`config.mk`:
```
export PLATFORM = sky130hd
export DESIGN_NAME = date_difference_in_days
export DESIGN_NICKNAME = d
export VERILOG_FILES = /design/src/ddays_pkg.sv /design/src/date_difference_in_days.sv /design/src/ddays_queue.sv /design/src/ddays_front.sv /design/src/ddays_back.sv
export SDC_FILE = /design/constraint.sdc
export NUM_CORES = 1
export LEC_CHECK = 0
export ABC_AREA = 1
export ABC_CLOCK_PERIOD_IN_PS = 7600
export BUFFER_PORTS_ARGS = -buffer_cell sky130_fd_sc_hd__buf_2
export CORE_MARGIN = 2
export CORE_UTILIZATION = 54
export CTS_CLUSTER_DIAMETER = 50
export DETAILED_ROUTE_END_ITERATION = 10
export PLACE_DENSITY = 0.77
export SKIP_LAST_GASP = 1
export SYNTH_ARGS = -nofsm -noshare
export SYNTH_HDL_FRONTEND = slang
export SYNTH_SLANG_ARGS = --single-unit
```
`constraint.sdc`:
```
create_clock -name clk_i -period 7.6 [get_ports clk_i]
set_input_delay 1.14 -clock clk_i [delete_from_list [all_inputs] [get_ports clk_i]]
set_output_delay 1.14 -clock clk_i [all_outputs]
set_load 0.1 [all_outputs]
```
`src/ddays_pkg.sv`:
```
package ddays_pkg;

  localparam int unsigned DayW    = 5;
  localparam int unsigned MonthW  = 4;
  localparam int unsigned YearW   = 14;
  localparam int unsigned CountW  = 22;
  localparam int unsigned SerialW = 23;
  localparam int unsigned BeforeW = 9;
  localparam int unsigned QuotW   = 9;
  localparam int unsigned QDepth  = 2;

  localparam logic [MonthW-1:0] MonthJan = 4'd1;
  localparam logic [MonthW-1:0] MonthFeb = 4'd2;
  localparam logic [MonthW-1:0] MonthDec = 4'd12;

  localparam logic [12:0] Recip25      = 13'd5243;
  localparam logic [CountW-1:0] CountMax = {CountW{1'b1}};

  typedef struct packed {
    logic [DayW-1:0]   start_day;
    logic [MonthW-1:0] start_month;
    logic [YearW-1:0]  start_year;
    logic [DayW-1:0]   end_day;
    logic [MonthW-1:0] end_month;
    logic [YearW-1:0]  end_year;
    logic              count_end_day;
  } req_t;

  typedef struct packed {
    logic [CountW-1:0] day_count;
    logic              bad_date;
  } rsp_t;

  typedef struct packed {
    req_t req;
    logic bad;
    logic start_leap;
    logic end_leap;
  } entry_t;

  typedef struct packed {
    logic full;
    logic empty;
  } q_stat_t;

  // floor(z / 25), exact for z below 43690
  function automatic logic [QuotW-1:0] div25(input logic [12:0] z);
    logic [25:0] prod;
    prod = z * Recip25;
    return prod[25:17];
  endfunction

  function automatic logic is_leap(input logic [YearW-1:0] y);
    logic [26:0]      prod;
    logic [9:0]       q;
    logic [YearW-1:0] r;
    logic             by25;
    prod = y * Recip25;
    q    = prod[26:17];
    r    = y - YearW'({q, 4'd0} + {q, 3'd0} + {4'd0, q});
    by25 = (r == '0);
    return (y[1:0] == 2'd0) && (!by25 || (y[3:0] == 4'd0));
  endfunction

  function automatic logic [DayW-1:0] month_days(input logic [MonthW-1:0] m,
                                                 input logic leap);
    logic [DayW-1:0] d;
    case (m)
      4'd1, 4'd3, 4'd5, 4'd7, 4'd8, 4'd10, 4'd12: d = 5'd31;
      4'd4, 4'd6, 4'd9, 4'd11:                    d = 5'd30;
      4'd2:                                       d = leap ? 5'd29 : 5'd28;
      default:                                    d = 5'd0;
    endcase
    return d;
  endfunction

  // days in the months before m of a common year
  function automatic logic [BeforeW-1:0] days_before(input logic [MonthW-1:0] m);
    logic [BeforeW-1:0] n;
    case (m)
      4'd2:    n = 9'd31;
      4'd3:    n = 9'd59;
      4'd4:    n = 9'd90;
      4'd5:    n = 9'd120;
      4'd6:    n = 9'd151;
      4'd7:    n = 9'd181;
      4'd8:    n = 9'd212;
      4'd9:    n = 9'd243;
      4'd10:   n = 9'd273;
      4'd11:   n = 9'd304;
      4'd12:   n = 9'd334;
      default: n = 9'd0;
    endcase
    return n;
  endfunction

endpackage

```
`src/date_difference_in_days.sv`:
```
// channel   | ports                  | direction | handshake
// ----------+------------------------+-----------+----------------------------
// request   | start_i, busy_o, req_i | in        | taken when start_i && !busy_o
// result    | done_o, rsp_o          | out       | one-cycle strobe, no stall
//
// a request enters a two-entry queue in the cycle it is taken
// a valid pair steps through multiply, add, multiply, add and compare, an invalid one skips them;
// the day numbers of both dates go through one shared multiply-then-add step
// the result is shown in the cycle after the compare step, for one cycle only
// busy_o is high while the queue is full; reset clears queue and counting unit
module date_difference_in_days #(
  parameter int unsigned MAX_YEAR = 9999
) (
  input  logic            clk_i,
  input  logic            rst_ni,
  input  logic            start_i,
  input  ddays_pkg::req_t req_i,
  output logic            busy_o,
  output logic            done_o,
  output ddays_pkg::rsp_t rsp_o
);

  logic               push;
  logic               pop;
  ddays_pkg::entry_t  entry_in;
  ddays_pkg::entry_t  entry_head;
  ddays_pkg::q_stat_t stat;

  ddays_front #(
    .MAX_YEAR(MAX_YEAR)
  ) u_front (
    .start_i (start_i),
    .req_i   (req_i),
    .stat_i  (stat),
    .busy_o  (busy_o),
    .push_o  (push),
    .entry_o (entry_in)
  );

  ddays_queue u_queue (
    .clk_i   (clk_i),
    .rst_ni  (rst_ni),
    .push_i  (push),
    .wdata_i (entry_in),
    .pop_i   (pop),
    .rdata_o (entry_head),
    .stat_o  (stat)
  );

  ddays_back u_back (
    .clk_i  (clk_i),
    .rst_ni (rst_ni),
    .head_i (entry_head),
    .stat_i (stat),
    .pop_o  (pop),
    .done_o (done_o),
    .rsp_o  (rsp_o)
  );

endmodule

```
`src/ddays_queue.sv`:
```
module ddays_queue (
  input  logic                clk_i,
  input  logic                rst_ni,
  input  logic                push_i,
  input  ddays_pkg::entry_t   wdata_i,
  input  logic                pop_i,
  output ddays_pkg::entry_t   rdata_o,
  output ddays_pkg::q_stat_t  stat_o
);

  localparam int unsigned PtrW = $clog2(ddays_pkg::QDepth);
  localparam int unsigned CntW = $clog2(ddays_pkg::QDepth + 1);

  ddays_pkg::entry_t mem_q [ddays_pkg::QDepth];
  logic [PtrW-1:0] wr_ptr_q, wr_ptr_d;
  logic [PtrW-1:0] rd_ptr_q, rd_ptr_d;
  logic [CntW-1:0] count_q, count_d;

  assign stat_o.full  = (count_q == CntW'(ddays_pkg::QDepth));
  assign stat_o.empty = (count_q == '0);
  assign rdata_o      = mem_q[rd_ptr_q];

  always_comb begin
    wr_ptr_d = wr_ptr_q;
    rd_ptr_d = rd_ptr_q;
    count_d  = count_q;
    if (push_i) begin
      wr_ptr_d = wr_ptr_q + PtrW'(1);
    end
    if (pop_i) begin
      rd_ptr_d = rd_ptr_q + PtrW'(1);
    end
    if (push_i && !pop_i) begin
      count_d = count_q + CntW'(1);
    end else if (pop_i && !push_i) begin
      count_d = count_q - CntW'(1);
    end
  end

  always_ff @(posedge clk_i or negedge rst_ni) begin
    if (!rst_ni) begin
      wr_ptr_q <= '0;
      rd_ptr_q <= '0;
      count_q  <= '0;
    end else begin
      wr_ptr_q <= wr_ptr_d;
      rd_ptr_q <= rd_ptr_d;
      count_q  <= count_d;
    end
  end

  always_ff @(posedge clk_i) begin
    if (push_i) begin
      mem_q[wr_ptr_q] <= wdata_i;
    end
  end

  a_no_overflow: assert property (@(posedge clk_i) disable iff (!rst_ni)
    push_i |-> !stat_o.full)
    else $error("queue push while full");

  a_no_underflow: assert property (@(posedge clk_i) disable iff (!rst_ni)
    pop_i |-> !stat_o.empty)
    else $error("queue pop while empty");

  a_count_bound: assert property (@(posedge clk_i) disable iff (!rst_ni)
    count_q <= CntW'(ddays_pkg::QDepth))
    else $error("queue count out of range");

endmodule

```
`src/ddays_front.sv`:
```
module ddays_front #(
  parameter int unsigned MAX_YEAR = 9999
) (
  input  logic               start_i,
  input  ddays_pkg::req_t    req_i,
  input  ddays_pkg::q_stat_t stat_i,
  output logic               busy_o,
  output logic               push_o,
  output ddays_pkg::entry_t  entry_o
);

  localparam logic [ddays_pkg::YearW-1:0] MaxYear = ddays_pkg::YearW'(MAX_YEAR);

  logic start_leap, end_leap;
  logic start_ok, end_ok;

  assign start_leap = ddays_pkg::is_leap(req_i.start_year);
  assign end_leap   = ddays_pkg::is_leap(req_i.end_year);

  assign start_ok = (req_i.start_year <= MaxYear)
                 && (req_i.start_day != '0)
                 && (req_i.start_day <= ddays_pkg::month_days(req_i.start_month, start_leap));
  assign end_ok   = (req_i.end_year <= MaxYear)
                 && (req_i.end_day != '0)
                 && (req_i.end_day <= ddays_pkg::month_days(req_i.end_month, end_leap));

  assign busy_o = stat_i.full;
  assign push_o = start_i && !stat_i.full;

  assign entry_o.req        = req_i;
  assign entry_o.bad        = !(start_ok && end_ok);
  assign entry_o.start_leap = start_leap;
  assign entry_o.end_leap   = end_leap;

endmodule

```
`src/ddays_back.sv`:
```
module ddays_back (
  input  logic               clk_i,
  input  logic               rst_ni,
  input  ddays_pkg::entry_t  head_i,
  input  ddays_pkg::q_stat_t stat_i,
  output logic               pop_o,
  output logic               done_o,
  output ddays_pkg::rsp_t    rsp_o
);

  localparam logic [2:0] S_IDLE = 3'd0;
  localparam logic [2:0] S_MUL  = 3'd1;
  localparam logic [2:0] S_ADD  = 3'd2;
  localparam logic [2:0] S_CMP  = 3'd3;

  localparam int unsigned SW = ddays_pkg::SerialW;

  logic [2:0] state_q, state_d;
  logic       sel_q, sel_d;
  logic       done_q, done_d;

  ddays_pkg::entry_t entry_q, entry_d;
  ddays_pkg::rsp_t   rsp_q, rsp_d;
  logic [ddays_pkg::QuotW-1:0] q100_q, q100_d, q400_q, q400_d;
  logic [SW-1:0] y365_q, y365_d;
  logic [SW-1:0] a_q, a_d, b_q, b_d;

  logic [ddays_pkg::YearW-1:0]  y;
  logic [ddays_pkg::MonthW-1:0] m;
  logic [ddays_pkg::DayW-1:0]   d;
  logic                         leap;
  logic [ddays_pkg::YearW:0]    y99, y399, y3;
  logic [SW-1:0]                serial;
  logic [SW-1:0]                diff;
  logic [SW:0]                  total;

  // current date of the pair
  always_comb begin
    if (sel_q) begin
      y    = entry_q.req.end_year;
      m    = entry_q.req.end_month;
      d    = entry_q.req.end_day;
      leap = entry_q.end_leap;
    end else begin
      y    = entry_q.req.start_year;
      m    = entry_q.req.start_month;
      d    = entry_q.req.start_day;
      leap = entry_q.start_leap;
    end
  end

  assign y99  = {1'b0, y} + 15'd99;
  assign y399 = {1'b0, y} + 15'd399;
  assign y3   = {1'b0, y} + 15'd3;

  // day number from year 0, january 1
  assign serial = y365_q
                + SW'(y3[ddays_pkg::YearW:2])
                - SW'(q100_q)
                + SW'(q400_q)
                + SW'(ddays_pkg::days_before(m))
                + SW'(leap && (m > ddays_pkg::MonthFeb))
                + SW'(d)
                - SW'(1);

  assign diff  = (a_q < b_q) ? (b_q - a_q) : '0;
  assign total = {1'b0, diff} + (SW+1)'(entry_q.req.count_end_day);

  assign pop_o = (state_q == S_IDLE) && !stat_i.empty;

  always_comb begin
    state_d = state_q;
    sel_d   = sel_q;
    done_d  = 1'b0;
    entry_d = entry_q;
    rsp_d   = rsp_q;
    q100_d  = q100_q;
    q400_d  = q400_q;
    y365_d  = y365_q;
    a_d     = a_q;
    b_d     = b_q;
    unique case (state_q)
      S_IDLE: begin
        if (pop_o) begin
          entry_d = head_i;
          if (head_i.bad) begin
            done_d          = 1'b1;
            rsp_d.day_count = '0;
            rsp_d.bad_date  = 1'b1;
          end else begin
            sel_d   = 1'b0;
            state_d = S_MUL;
          end
        end
      end
      S_MUL: begin
        q100_d  = ddays_pkg::div25(y99[ddays_pkg::YearW:2]);
        q400_d  = ddays_pkg::div25({2'b00, y399[ddays_pkg::YearW:4]});
        y365_d  = SW'(y) * SW'(365);
        state_d = S_ADD;
      end
      S_ADD: begin
        if (sel_q) begin
          b_d     = serial;
          state_d = S_CMP;
        end else begin
          a_d     = serial;
          sel_d   = 1'b1;
          state_d = S_MUL;
        end
      end
      S_CMP: begin
        done_d         = 1'b1;
        rsp_d.bad_date = 1'b0;
        if (total > (SW+1)'(ddays_pkg::CountMax)) begin
          rsp_d.day_count = ddays_pkg::CountMax;
        end else begin
          rsp_d.day_count = total[ddays_pkg::CountW-1:0];
        end
        state_d = S_IDLE;
      end
      default: begin
        state_d = S_IDLE;
      end
    endcase
  end

  always_ff @(posedge clk_i or negedge rst_ni) begin
    if (!rst_ni) begin
      state_q <= S_IDLE;
      sel_q   <= 1'b0;
      done_q  <= 1'b0;
    end else begin
      state_q <= state_d;
      sel_q   <= sel_d;
      done_q  <= done_d;
    end
  end

  always_ff @(posedge clk_i) begin
    entry_q <= entry_d;
    rsp_q   <= rsp_d;
    q100_q  <= q100_d;
    q400_q  <= q400_d;
    y365_q  <= y365_d;
    a_q     <= a_d;
    b_q     <= b_d;
  end

  assign done_o = done_q;
  assign rsp_o  = rsp_q;

  a_bad_zero: assert property (@(posedge clk_i) disable iff (!rst_ni)
    done_q && rsp_q.bad_date |-> rsp_q.day_count == '0)
    else $error("bad date reported with nonzero count");

  a_good_from_cmp: assert property (@(posedge clk_i) disable iff (!rst_ni)
    $rose(done_q) && !rsp_q.bad_date |-> $past(state_q) == S_CMP)
    else $error("count reported without compare step");

  a_busy_valid: assert property (@(posedge clk_i) disable iff (!rst_ni)
    state_q != S_IDLE |-> !entry_q.bad)
    else $error("bad request entered the count sequence");

endmodule

```
======== Yosys cells after proc, flatten, opt, wreduce, memory -nomap -nowiden ========
Memories as Yosys holds them, arrays and structs flattened.
Cells that the tools add are included.
storage, ports and cells
  bits in registers ....................... 166
  RAM bits ................................ 100
  memory bits (read-only) ................. 144
  input bits .............................. 50
  output and inout port bits .............. 25
  word-level logic and storage cells ...... 161
  memories ................................ 2
operators by class
  add/sub/neg operators ................... 22
  $mul .................................... 5
  order comparisons ....................... 7
  equality and inequality tests ........... 31
  multiplexer cells ....................... 27
  bitwise gates (word level) .............. 1
  reduce and logical (&&, ||, !) cells .... 44
memories
  name              words  width  read ports  clocked after memory_dff  wr ports  line               RTL
  (name not given)  16     9      1           0                         0         ddays_pkg.sv:80    case (m)
  u_queue.mem_q     2      50     1           0                         1         ddays_queue.sv:14  ddays_pkg::entry_t mem_q [ddays_pkg::QDepth];
operator list
  operator                                                                            count
  23-bit two-way mux                                                                  3
  14-bit by 13-bit multiplier with 27-bit output (second input constant)              2
  23-bit case mux with 2 select lines                                                 1
  4-bit == test (second input constant)                                               10
  4-bit by 3-bit == test with 1-bit output (second input constant)                    8
  5-bit case mux with 3 select lines                                                  2
  14-bit by 10-bit adder with 14-bit output                                           2
  14-bit by 13-bit adder with 14-bit output                                           2
  14-bit less-or-equal comparator (second input constant)                             2
  14-bit logical NOT                                                                  2
  14-bit subtractor                                                                   2
  13-bit by 13-bit multiplier with 26-bit output (second input constant)              1
  23-bit by 1-bit adder with 24-bit output                                            1
  24-bit by 22-bit greater-than comparator with 1-bit output (second input constant)  1
  11-bit by 13-bit multiplier with 24-bit output (second input constant)              1
  23-bit by 1-bit adder with 23-bit output                                            1
  23-bit by 13-bit adder with 23-bit output                                           1
  23-bit by 5-bit adder with 23-bit output                                            1
  23-bit by 7-bit adder with 23-bit output                                            1
  23-bit by 9-bit adder with 23-bit output                                            1
  23-bit < comparator                                                                 1
  14-bit by 9-bit multiplier with 23-bit output (second input constant)               1
  23-bit by 1-bit subtractor with 23-bit output (second input constant)               1
  23-bit subtractor                                                                   1
  other kinds (38)                                                                    88

======== Depth between registers and ports, before layout ========
Gate-level depths: netlist (run 1).
  depth after elaboration ................. 14
  gate-level depth with buffers ........... 54
  mapped depth without buffers ............ 54

======== Modules after synthesis ========
Synthesis (run 1) repeated with hierarchy kept, for this count alone.
unflattened totals
  cell total of the unflattened synthesis .. 3578
  area, all modules ....................... 33450.8 µm²
by module, submodules not included
  module       instances  cells an instance  area an instance (µm²)  sequential area each (µm²)
  ddays_back   1          2082               18828.1                 4814.6
  ddays_front  1          1315               10555.1                 0.0
  ddays_queue  1          181                4067.7                  3103.0

======== Worst setup path before layout (run 1) ========
Ideal clock, no wire load.
  kind .................................... input-to-reg
  start ................................... input port req_i[28] (netlist name)
  end ..................................... memory u_queue.mem_q[0][2] (netlist name) (data pin)
  library setup time ...................... 0.274 ns
  arrival time ............................ 8.475 ns
  required time ........................... 7.326 ns
  slack ................................... -1.148 ns
  stages on the path ...................... 51
  buffers on the path ..................... 0
  cells stage by stage .................... inv_1 fa_1 inv_1 ha_1 fa_1 inv_1 fa_1 fa_1 inv_1 ha_1 nand2_1 inv_1 nand2_1 nand2_1 a21oi_1 nand2_1 nand2_1 nand2_1 (+15 left out) nand2_1 nand2_1 nand3b_1 nand2_1 nand2_1 nor2_1 nand4_1 nor2_1 nand2_1 nor2_1 nand3_1 nand3_1 nand2_1 ha_1 inv_1 o21a_1 nor3_1 o211ai_1
RTL lines
  what             line                           RTL
  start, declared  date_difference_in_days.sv:17  input ddays_pkg::req_t req_i,
  end, declared    ddays_queue.sv:14

==> metrics list, run 1 <==
- Run status: finished, violations left
- Failing checks: setup timing
- Once layout is complete, the utilization of the core stands at 64.8%.
- The die covers 61,500 sq um.
- Max-slew violation count: 0
- After synthesis the netlist holds a flip-flop and latch count of 265.
- The region available for standard cell placement spans 58,900 sq um.
- Timing would allow up to 118 MHz.
- The number of global-route vias before repair was 25,300.
- Port buffer count: 74
- The final layout contains routed wiring with a total length of 75.1 mm.
- For this run, the number of Yosys warnings is 0.
- Syn Area/Cell: 9.20 sq um
- Routability congestion estimate: 0.959
- Initial antenna violation count: 1
* Sequential element share of the synthesized area: 24.6%
- Clock tree buffer depth: 3
- After layout, the worst setup slack is -886 ps.
* Maximum single-stage delay on the critical path: 510 ps
- Slew at the pin closest to its max-slew limit: 1230 ps
* Remaining routing DRC violations: 0
- Total clock sinks: 265
- Most common cell after layout, fill and taps aside: inv_1
- The tool flagged a number of max-cap violations equal to 0.
- Largest cells by area after synthesis: edfxtp_1 (24%), ha_1 (22%), fa_1 (20%)
- Post-Syn Area: 32,200 sq um
- Number of primary I/O pins: 75
* # H-tree levels: 1
- Wire length of the first global-routing pass: 122 mm
- Setup violations remaining at the end of the flow were counted as 6.
- Hold WC Path Type: input port to asynchronous set/reset pin
* Detailed placement HPWL: 61.4 mm
- Measured along the x axis, the die boundary spans 248 microns.
- The final layout contains 4,880 nets.
- Clock tree skew after final layout: 16.4 ps
- CTS tree: yes
- In the global route stage, overall resource usage came out at 24.7%.
- Dividing the detail-routed via count by the number of cells gives 5.18.
- Among all stages on the critical path, the largest delay is contributed by fa_1.
* GR Overflow Total: 0
- Wire length per cell: 15.9 microns
- Worst skew pair latency: 570 ps
- Post-synthesis cell type count: 51
- Violation count after the first detailed-route iteration: 1,680
- Net count after synthesis: 4,445
- Via Count: 24,500
- The tree is rooted in a clkbuf_16.
* Area share of the leading cell type in the synthesized netlist: 24.0%
* Worst flop-to-flop path startpoint: u_back.sel_q$_DFFE_PN0P_
- For the finished layout, the period the worst path requires is 8490 ps.
* Largest net degree at the start of global routing: 52
* Relative slew margins: 17.8%
- Most used cells in the layout excluding fill and tap cells: inv_1 (753), nand2_1 (583), ha_1 (529)
* Crit-path max FO: 4
- Summed over all instances, the cell type with the most area after synthesis is edfxtp_1.
- For this configuration, the core starts out at a cell density of 54.6%.
* Row count: 89
- Cells with a size suffix above 1 make up 18.0% of the layout.
- Number of instances in the synthesized netlist: 3,498
- Worst Path Required: 7890 ps
- Launch point of the critical path: req_i[29]
- The area growth from synthesis to layout is 18.7%.
- OpenSTA, run right after detailed placement, puts the worst setup slack at -1730 ps.
* CP Capture Type: flip-flop
- Routed Antenna Nets: 0
* Most used cell, CP: nand2_2
- In the final timing run, aggregate negative setup slack is -2690 ps.
* Critical path class: input port to flip-flop
- Router iterations before antenna repair: 6
- Arrival time worst endpoint: 8780 ps
* RSZ-0062 raised after global routing: yes
- Post-route clock period utilization: 112%
- Number of buffers added by the clock tree synthesis step: 31
- Clock transition at path regs: 60 ps
- The worst setup path is launched from an input port.
- Chip height: 248 microns
- Buffers inserted to repair hold after CTS numbered 0.
- Final hold violation count: 0
==> final timing paths <==
kind	to	slack, ps	cells past startpoint
min	u_back.state_q[0]$_DFFE_PN0P_	410	1
max	u_queue.mem_q[0][2]$_DFFE_PP_	-890	54
min reg2reg	u_back.entry_q[40]$_DFFE_PP_	510	2
min in group clk_i	u_back.entry_q[40]$_DFFE_PP_	510	2
max reg2reg	u_back.q100_q[8]$_DFFE_PP_	600	32
max in group asynchronous	u_back.sel_q$_DFFE_PN0P_	7010	1
==> area by class of cell <==
| cell class | instances | area (sq um) |
|---|---|---|
| clock inverter | 25 | 155 |
| sequential | 265 | 7920 |
| timing repair buffer | 423 | 3120 |
| multi-input combinational | 2426 | 22200 |
| clock buffer | 33 | 783 |
| tap | 773 | 967 |
| antenna | 1 | 2.50 |
| fill | 4546 | 20700 |
| inverter | 786 | 2970 |
==> flip-flops by register name, summed over array words and instances (netlist names), 2 cells and up <==
signal	cells
u_back.y365_q	23
u_back.state_q	2
u_back.b_q	23
u_back.a_q	23
u_queue.mem_q	100
u_back.q100_q	9
u_back.q400_q	7
u_queue.count_q	2
u_back.rsp_o	23
u_back.entry_q	49
==> per-layer routing <==
layer	GRT usage (%)	part of all wire (%)	up-vias
met4	6.32	2.7	0
li1	-	-	12100
met2	43.9	50	636
met3	2.94	5.1	139
met5	0	0	-
met1	31.9	42	11700
==> metrics by stage <==
stage          hold slack (ps)  instance area [sq um]  instances
6_report                   407                  38200       4732
5_1_grt                    400                  38200       4732
4_1_cts                    391                  37400       4719
3_5_place_dp               497                  36100       4645
3_3_place_gp               491                  36100       4645
2_1_floorplan              487                  32500       3498
==> kinds of logic after synthesis <==
group | count (synthesis) | share of synthesized area, %
xor+xnor | 125 | 3.40
mux | 3 | 0.0934
flops | 265 | 24.6
compound gates | 338 | 5.89
fa+ha+maj | 897 | 42.4
simple gates | 1063 | 14.1
buf+inv | 807 | 9.53
==> critical path, delay by kind of cell <==
kind / cells / cell delay, ps
xor gates and xnor gates: 1 / 220
adders and majority gates: 10 / 3590
buffers and inverters: 11 / 790
AOI/OAI and AO/OA: 7 / 1060
and+or+nand+nor: 25 / 1940
==> cells in the mapped netlist (all sizes together) <==
cell type  instances
inv              785
nand2            621
ha               576
fa               321
edfxtp           257
nor2             214
a21oi            164
nand3            122
o21ai             98
xor2              88
xnor2             37
nand4             34
nor3              30
or2               19
clkbuf            17
a21o              14
o21a              11
dfrtp              8
o21bai             8
a21boi             7
and2               7
nor4               7
o211ai             7
a31oi              6
nand3b             6
o31ai              6
a211oi             5
buf                4
a2111oi            3
mux2i              3
o221ai             3
o2111ai            2
o22ai              2
or4                2
a41oi              1
clkinv             1
nand2b             1
o221a              1
==> repair_timing <==
item,CTS,global route
gates resized for setup,54,153
setup endpoints to repair,6,11
pin swaps,52,96
setup buffers,16,13
Power of run 1 is left out: the tool's default activity adds up to more than one toggle a clock period on the data nets, which glitch-free logic cannot reach.
==> run 2, diff against run 1 <==
Settings changed: TNS_END_PERCENT from default to 1.
==> run 2 against run 1 <==
  * The flow still finishes with violations (setup timing)
  * Highest routed layer unchanged
  * Non-clock buffer count is 26 lower
  * Flip-flop and latch count stayed put
  * Critical path type unchanged
  * Wire length is 3.1% lower
  * Critical endpoint is now u_queue.mem_q[1][2]$_DFFE_PP_
  * Clock skew is 11 ps higher
  * Die area stayed put
  * First-iteration DRC count is 23% lower
  * Register-to-register slack worse by 260 ps
  * Cell area is 1.8% lower
  * Critical path depth is 3 lower
  * Worst hold slack worse by 4.4 ps
==> metrics list, run 2 (synthesis results as in run 1) <==
- The run finished, with violations left.
- The final reports fail on setup timing.
- The final count of negative-setup-slack endpoints came to 6 (unchanged).
- Worst setup margin: -848 ps (+38.5 ps)
* Register-to-Register Setup Slack: 340 ps (-260 ps)
* Violation count after the first detailed-route iteration: 1,291 (-23%)
- Maximum single-stage delay on the critical path: 540 ps (+30 ps)
* Max-slew violation count: 0 (unchanged)
- The vias per cell was 5.17 (-0.13%).
- The number of routed nets with antenna violations is 0 (unchanged).
- Setup repair after global routing could not meet its margin everywhere.
* Fill cell total of the finished layout: 4,637 (+2.0%)
- The tree is rooted in a clkbuf_16.
- Most used cell, CP: inv_1
* Area overhead of the layout relative to synthesis: 16.6%
- Max Cap Viol: 0 (unchanged)
* Clock tree skew after final layout: 27.0 ps (+10.6 ps)
* Hold Buf Count CTS: 0 (unchanged)
- Number of global-route vias before repair: 25,000 (-1.4%)
* Count of nets after finishing: 4,851 (-0.59%)
* Clock transition at path regs: 60 ps (about the same)
- The arrival time reported for the critical path endpoint came to 8740 ps (-40 ps).
* GRT Util Overall: 24.2% (-0.45 points)
- Router iterations before antenna repair: 5 (-1)
- Chip height: 248 microns (unchanged)
* # H-tree levels: 1 (unchanged)
* Total clock sinks: 265 (unchanged)
* Launch point of the critical path: req_i[36]
- Reg area: 7920 sq um (about the same)
- CTS tree: yes
- The time the final worst path needs with I/O delays and setup came to 8450 ps (-38.5 ps).
- Slowest cell on the critical path: fa_1
* Most used cells in the layout excluding fill and tap cells: inv_1 (768), nand2_1 (589), ha_1 (550)
- Initial core utilization: 54.6% (unchanged)
- The count of pins on the block boundary came to 75 (unchanged).
- The global route total overflow was 0 (unchanged).
- Remaining routing DRC violations: 0 (unchanged)
* Inserted Diodes: 0 (-1)
- Overall die area: 61,500 sq um (unchanged)
- Hold WC Path Type: input port to asynchronous set/reset pin
* Wire length of the first global-routing pass: 120 mm (-1.0%)
- The number of antenna violations at the first check in global routing is 0 (-1).
- Clock tree buffer depth: 3 (unchanged)
- Relative slew margins: 18.3% (+0.51 points)
- STA classifies the critical path startpoint as an input port.
- The insertion delay to the later sink of the worst-skew pair came to 580 ps (about the same).
* Largest net degree at the start of global routing: 53 (+1.9%)
- Area of the core: 58,900 sq um (unchanged)
- The estimated wirelength of the detail-placed design was 60.7 mm (-1.1%).
- More flip-flops sit in one register than any other, and that register is u_queue.mem_q.
* Row count: 89 (unchanged)
- WL final: 72.7 mm (-3.1%)
* Number of buffers added by the clock tree synthesis step: 28 (-9.7%)
- The slew of the pin with the lowest slew margin is 1220 ps (-7.61 ps).
- The detailed-route via count was 24,300 (-0.83%).
* Leading registers by flop count: u_queue.mem_q: 100 flops, u_back.entry_q: 49 flops
- Ratio of cells with drive above 1 in the final layout: 15.6% (-2.4 points)
* Worst Path Required: 7890 ps (about the same)
* Post-route clock period utilization: 111% (-0.51 points)
* Most common cell after layout, fill and taps aside: inv_1
- Routability congestion estimate: 0.965 (+0.57%)
- The worst setup path is captured at a flip-flop.
- Port buffer count: 74 (unchanged)
- The startpoint identified for the worst register-to-register timing path is u_back.sel_q$_DFFE_PN0P_.
* Critical path class: input port to flip-flop
- Max FFs per register: 100 (unchanged)
* Die Wd: 248 microns (unchanged)
- Crit-path max FO: 5 (+1)
- The setup slack after placement came to -1670 ps (+51.9 ps).
- The top achievable clock speed is 118 MHz (+0.46%).
- Multi-input combinational cell area: 21,800 sq um (-2.2%)
- The routed wire length per instance was 15.5 microns (-2.4%).
- The number of hold violations in the final report is 0 (unchanged).
==> run 2: cell count changes in the layout (fill, tap and decap cells not counted), sizes merged <==
cell	change
buf	-28
clkinv	-10
bufinv	+5
clkbuf	+1
clkinvlp	-1
diode	-1
inv	+1
==> run 2: worst paths after layout <==
path                                                 end  cells after the start
max                        u_queue.mem_q[1][2]$_DFFE_PP_                     51
min                              u_back.done_o$_DFF_PN0_                      1
max reg2reg                   u_back.q100_q[8]$_DFFE_PP_                     31
min reg2reg                 u_back.entry_q[44]$_DFFE_PP_                      2
max in group asynchronous       u_back.sel_q$_DFFE_PN0P_                      1
min in group clk_i          u_back.entry_q[44]$_DFFE_PP_                      2
==> run 2: stage by stage <==
stage	cell area, sq um	cells	utilization, %	TNS [ps]	hold WS (ps)
6_report	37500	4699	63.6	-1880	403
5_1_grt	37500	4699	63.6	-4900	402
4_1_cts	37200	4692	63.1	-1800	390
3_5_place_dp	35900	4628	61.0	-6670	498
3_3_place_gp	35900	4628	61.0	-5750	491
2_1_floorplan	32400	3498	-	-1680	487
==> run 2: repair_timing <==
action                     4_1_cts  5_1_grt
gates cloned                     0        0
setup buffers                   12        7
pin swaps                       42       69
setup endpoints to repair        6       10
resized for setup               37       71
==> run 2: area by class of cell <==
class                      instances  share of cell area, %
multi-input combinational       2426                   58.0
sequential                       265                   21.1
inverter                         786                   7.91
timing repair buffer             397                   7.71
tap                              773                   2.58
clock buffer                      32                   1.91
clock inverter                    20                  0.734
==> run 2: worst max-delay path: cells and delay by family <==
kind / cells / cell delay, ps
XOR/XNOR: 1 / 170
AND/OR/NAND/NOR: 21 / 1680
adder cells (fa/ha/maj): 10 / 3810
buffers and inverters: 13 / 990
AO/OA/AOI/OAI: 6 / 930
==> run 2: routing by layer <==
| metal | routed length [microns] | GRT usage (%) | vias up | share of wire (%) |
|---|---|---|---|---|
| li1 | - | - | 12000 | - |
| met2 | 36100 | 42.8 | 508 | 50 |
| met5 | 0 | 0 | - | 0 |
| met3 | 3100 | 2.61 | 135 | 4.3 |
| met4 | 2030 | 5.51 | 0 | 2.8 |
| met1 | 31500 | 32.0 | 11600 | 43 |
Power of run 2 is left out for the same reason.
==> run 3, diff against run 2 <==
Settings changed: MAX_ROUTING_LAYER from default to met4.
==> run 3 against run 2 <==
  * The flow still finishes with violations (setup timing)
  * Utilization grew 0.19 points
  * Flip-flop and latch count is the same
  * Clock-buffer cell count grew 3
  * Die area is the same
  * Worst hold slack gained 9.7 ps
  * Cell count grew 0.36%
  * Non-clock buffer count grew 18
  * Sequential share of layout area shrank 0.064 points
  * Wire length grew 0.48%
  * Clock skew shrank 18 ps
  * Worst setup slack lost 150 ps
  * Register-to-register slack lost 130 ps
==> metrics list, run 3 (synthesis results as in run 1) <==
- The total placed cells including tap cells came to 4,644 (+0.35%).
- Vias per cell: 5.18 (about the same)
* Detailed placement HPWL: 61.4 mm (+1.1%)
- Among all stages on the critical path, the largest delay is contributed by fa_1.
- Router iterations before antenna repair: 7 (+2)
* Count of cells along the worst register-to-register path: 30 (-3.2%)
* Area of the core: 58,900 sq um (unchanged)
- Crit-path max FO: 4 (-1)
- The worst register-to-register path begins at u_back.sel_q$_DFFE_PN0P_.
* Max-slew violation count: 0 (unchanged)
- The library cell used most frequently in the layout, excluding fill and tap cells, is inv_1.
* GR Overflow Total: 0 (unchanged)
- The antenna diode count is 0 (unchanged).
- The die outline height is 248 microns (unchanged).
- Slew at the pin closest to its max-slew limit: 1250 ps (+23.5 ps)
- The total routing resource utilization after global routing is 25.4% (+1.2 points).
* Row count: 89 (unchanged)
- Hold WC Path Type: input port to asynchronous set/reset pin
- Time the final worst path needs with I/O delays and setup: 8600 ps (+153 ps)
* Max FFs per register: 100 (unchanged)
* Largest net degree at the start of global routing: 53 (unchanged)
* RSZ-0062 raised after global routing: yes
* # H-tree levels: 1 (unchanged)
- The number of filler cells placed in the layout came to 4,679 (+0.91%).
* Die Wd: 248 microns (unchanged)
- Worst Setup Start Kind: input port
- Number of global-route vias before repair: 25,000 (+0.17%)
- The number of antenna violations at the first check in global routing was 0 (unchanged).
- The initial standard-cell utilization of the core came to 54.6% (unchanged).
- Fin cells: 4,716 (+0.36%)
- In this run the critical register-to-register path is captured at u_back.q100_q[8]$_DFFE_PP_.
* CP Capture Type: flip-flop
- TritonCTS built the clock tree.
- Failing checks: setup timing
- Worst skew pair latency: 570 ps (about the same)
- Routability congestion estimate: 0.978 (+1.3%)
- Clock tree root driver cell: clkbuf_16
* Routed Antenna Nets: 0 (unchanged)
* Clock transition at path regs: 60 ps (about the same)
- Relative slew margins: 16.8% (-1.6 points)
- Leading registers by flop count: u_queue.mem_q: 100 flops, u_back.entry_q: 49 flops
* # setup viols final: 6 (unchanged)
- The top achievable clock speed was 116 MHz (-1.8%).
* WL final: 73.1 mm (+0.48%)
* Maximum single-stage delay on the critical path: 520 ps (-20 ps)
- In this design, the largest share of critical-path delay is due to adder cells.
* Run status: finished, violations left
- Remaining routing DRC violations: 0 (unchanged)
* Wire length per cell: 15.5 microns (+0.12%)
* Clock tree skew after final layout: 8.70 ps (-18.3 ps)
- Final hold violation count: 0 (unchanged)
* Number of primary I/O pins: 75 (unchanged)
* Worst setup margin: -1000 ps (-153 ps)
- The total clock sinks was 265 (unchanged).
- The net count of the finished layout was 4,870 (+0.39%).
- Overall die area: 61,500 sq um (unchanged)
- Port buffer count: 74 (unchanged)
- The first-pass GRT wire length is 122 mm (+1.1%).
- Among the stages of the critical path, the cell type that occurs most often is buf_4.
- The DRC violation total after the first TritonRoute iteration is 1,441 (+12%).
- In the layout the commonest cells are inv_1 (776), nand2_1 (594), ha_1 (546).
* Area overhead of the layout relative to synthesis: 16.9%
- Post-route clock period utilization: 113% (+2.0 points)
- Ratio of cells with drive above 1 in the final layout: 15.8% (+0.24 points)
- Final core area utilization: 63.8% (+0.19 points)
- The arrival time reported for the critical path endpoint was 8880 ps (+140 ps).
- Max Cap Viol: 0 (unchanged)
- The TritonCTS buffer count came to 29 (+3.6%).
* Via Count: 24,400 (+0.38%)
* Worst Path Required: 7880 ps (about the same)
- Register bank with the most flops: u_queue.mem_q
* Count of buffering cells on the critical path with inverters included: 14 (+1)
- Clock tree buffer depth: 3 (unchanged)
- Critical path class: input port to flip-flop
* Register-to-Register Setup Slack: 210 ps (-130 ps)
-- run 3: cell types whose count changed in the layout (fill, tap and decap cells not counted), sizes merged --
| cell | previous run | this run |
|---|---|---|
| bufinv | 5 | 2 |
| clkbuf | 34 | 37 |
| clkinvlp | 5 | 4 |
| inv | 786 | 785 |
| clkinv | 10 | 11 |
| buf | 395 | 413 |
-- run 3: what timing repair did --
item | in CTS | in global routing
gates resized for setup | 80 | 25
setup endpoints to repair | 6 | 8
pin swaps | 61 | 44
buffers inserted | 14 | 7
hold buffers | 0 | 0
-- run 3: stage by stage --
stage                     setup TNS (ps)  hold WS, ps  setup slack [ps]  instance area [sq um]
final                              -2890          412             -1000                  37600
after global placement             -6000          490             -1520                  36100
after floorplan                    -1680          487              -773                  32400
after CTS                          -2110          400              -856                  37400
after detailed placement           -7090          496             -1730                  36100
after global routing               -5830          414             -1490                  37600
-- run 3: how the worst max path moves through the flow --
stage	startpoint	slack, ps	depth (start not counted)	endpoint
after floorplan	req_i[29]	-770	52	u_queue.mem_q[0][2]$_DFFE_PP_
after global placement	req_i[34]	-1520	43	u_queue.mem_q[0][2]$_DFFE_PP_
after detailed placement	req_i[12]	-1730	45	u_queue.mem_q[0][2]$_DFFE_PP_
final	req_i[29]	-1000	45	u_queue.mem_q[0][2]$_DFFE_PP_
after CTS	req_i[35]	-860	53	u_queue.mem_q[0][2]$_DFFE_PP_
after global routing	req_i[29]	-1490	51	u_queue.mem_q[1][2]$_DFFE_PP_
-- run 3: layout make-up --
class	count	area [sq um]	share of cell area, %
inverter	786	2960	7.88
multi-input combinational	2426	21800	58.1
clock inverter	16	145	0.386
tap	773	967	2.57
sequential	265	7920	21.1
clock buffer	35	748	1.99
timing repair buffer	415	3010	8.02
-- run 3: routing by layer --
metal / GRT usage (%) / vias to the layer above / wire (microns)
li1: - / 12100 / -
met1: 32.4 / 11700 / 31200
met2: 43.8 / 567 / 36500
met3: 2.76 / 110 / 3660
met4: 5.72 / 0 / 1710
met5: - / - / 0
Power of run 3 is left out for the same reason.
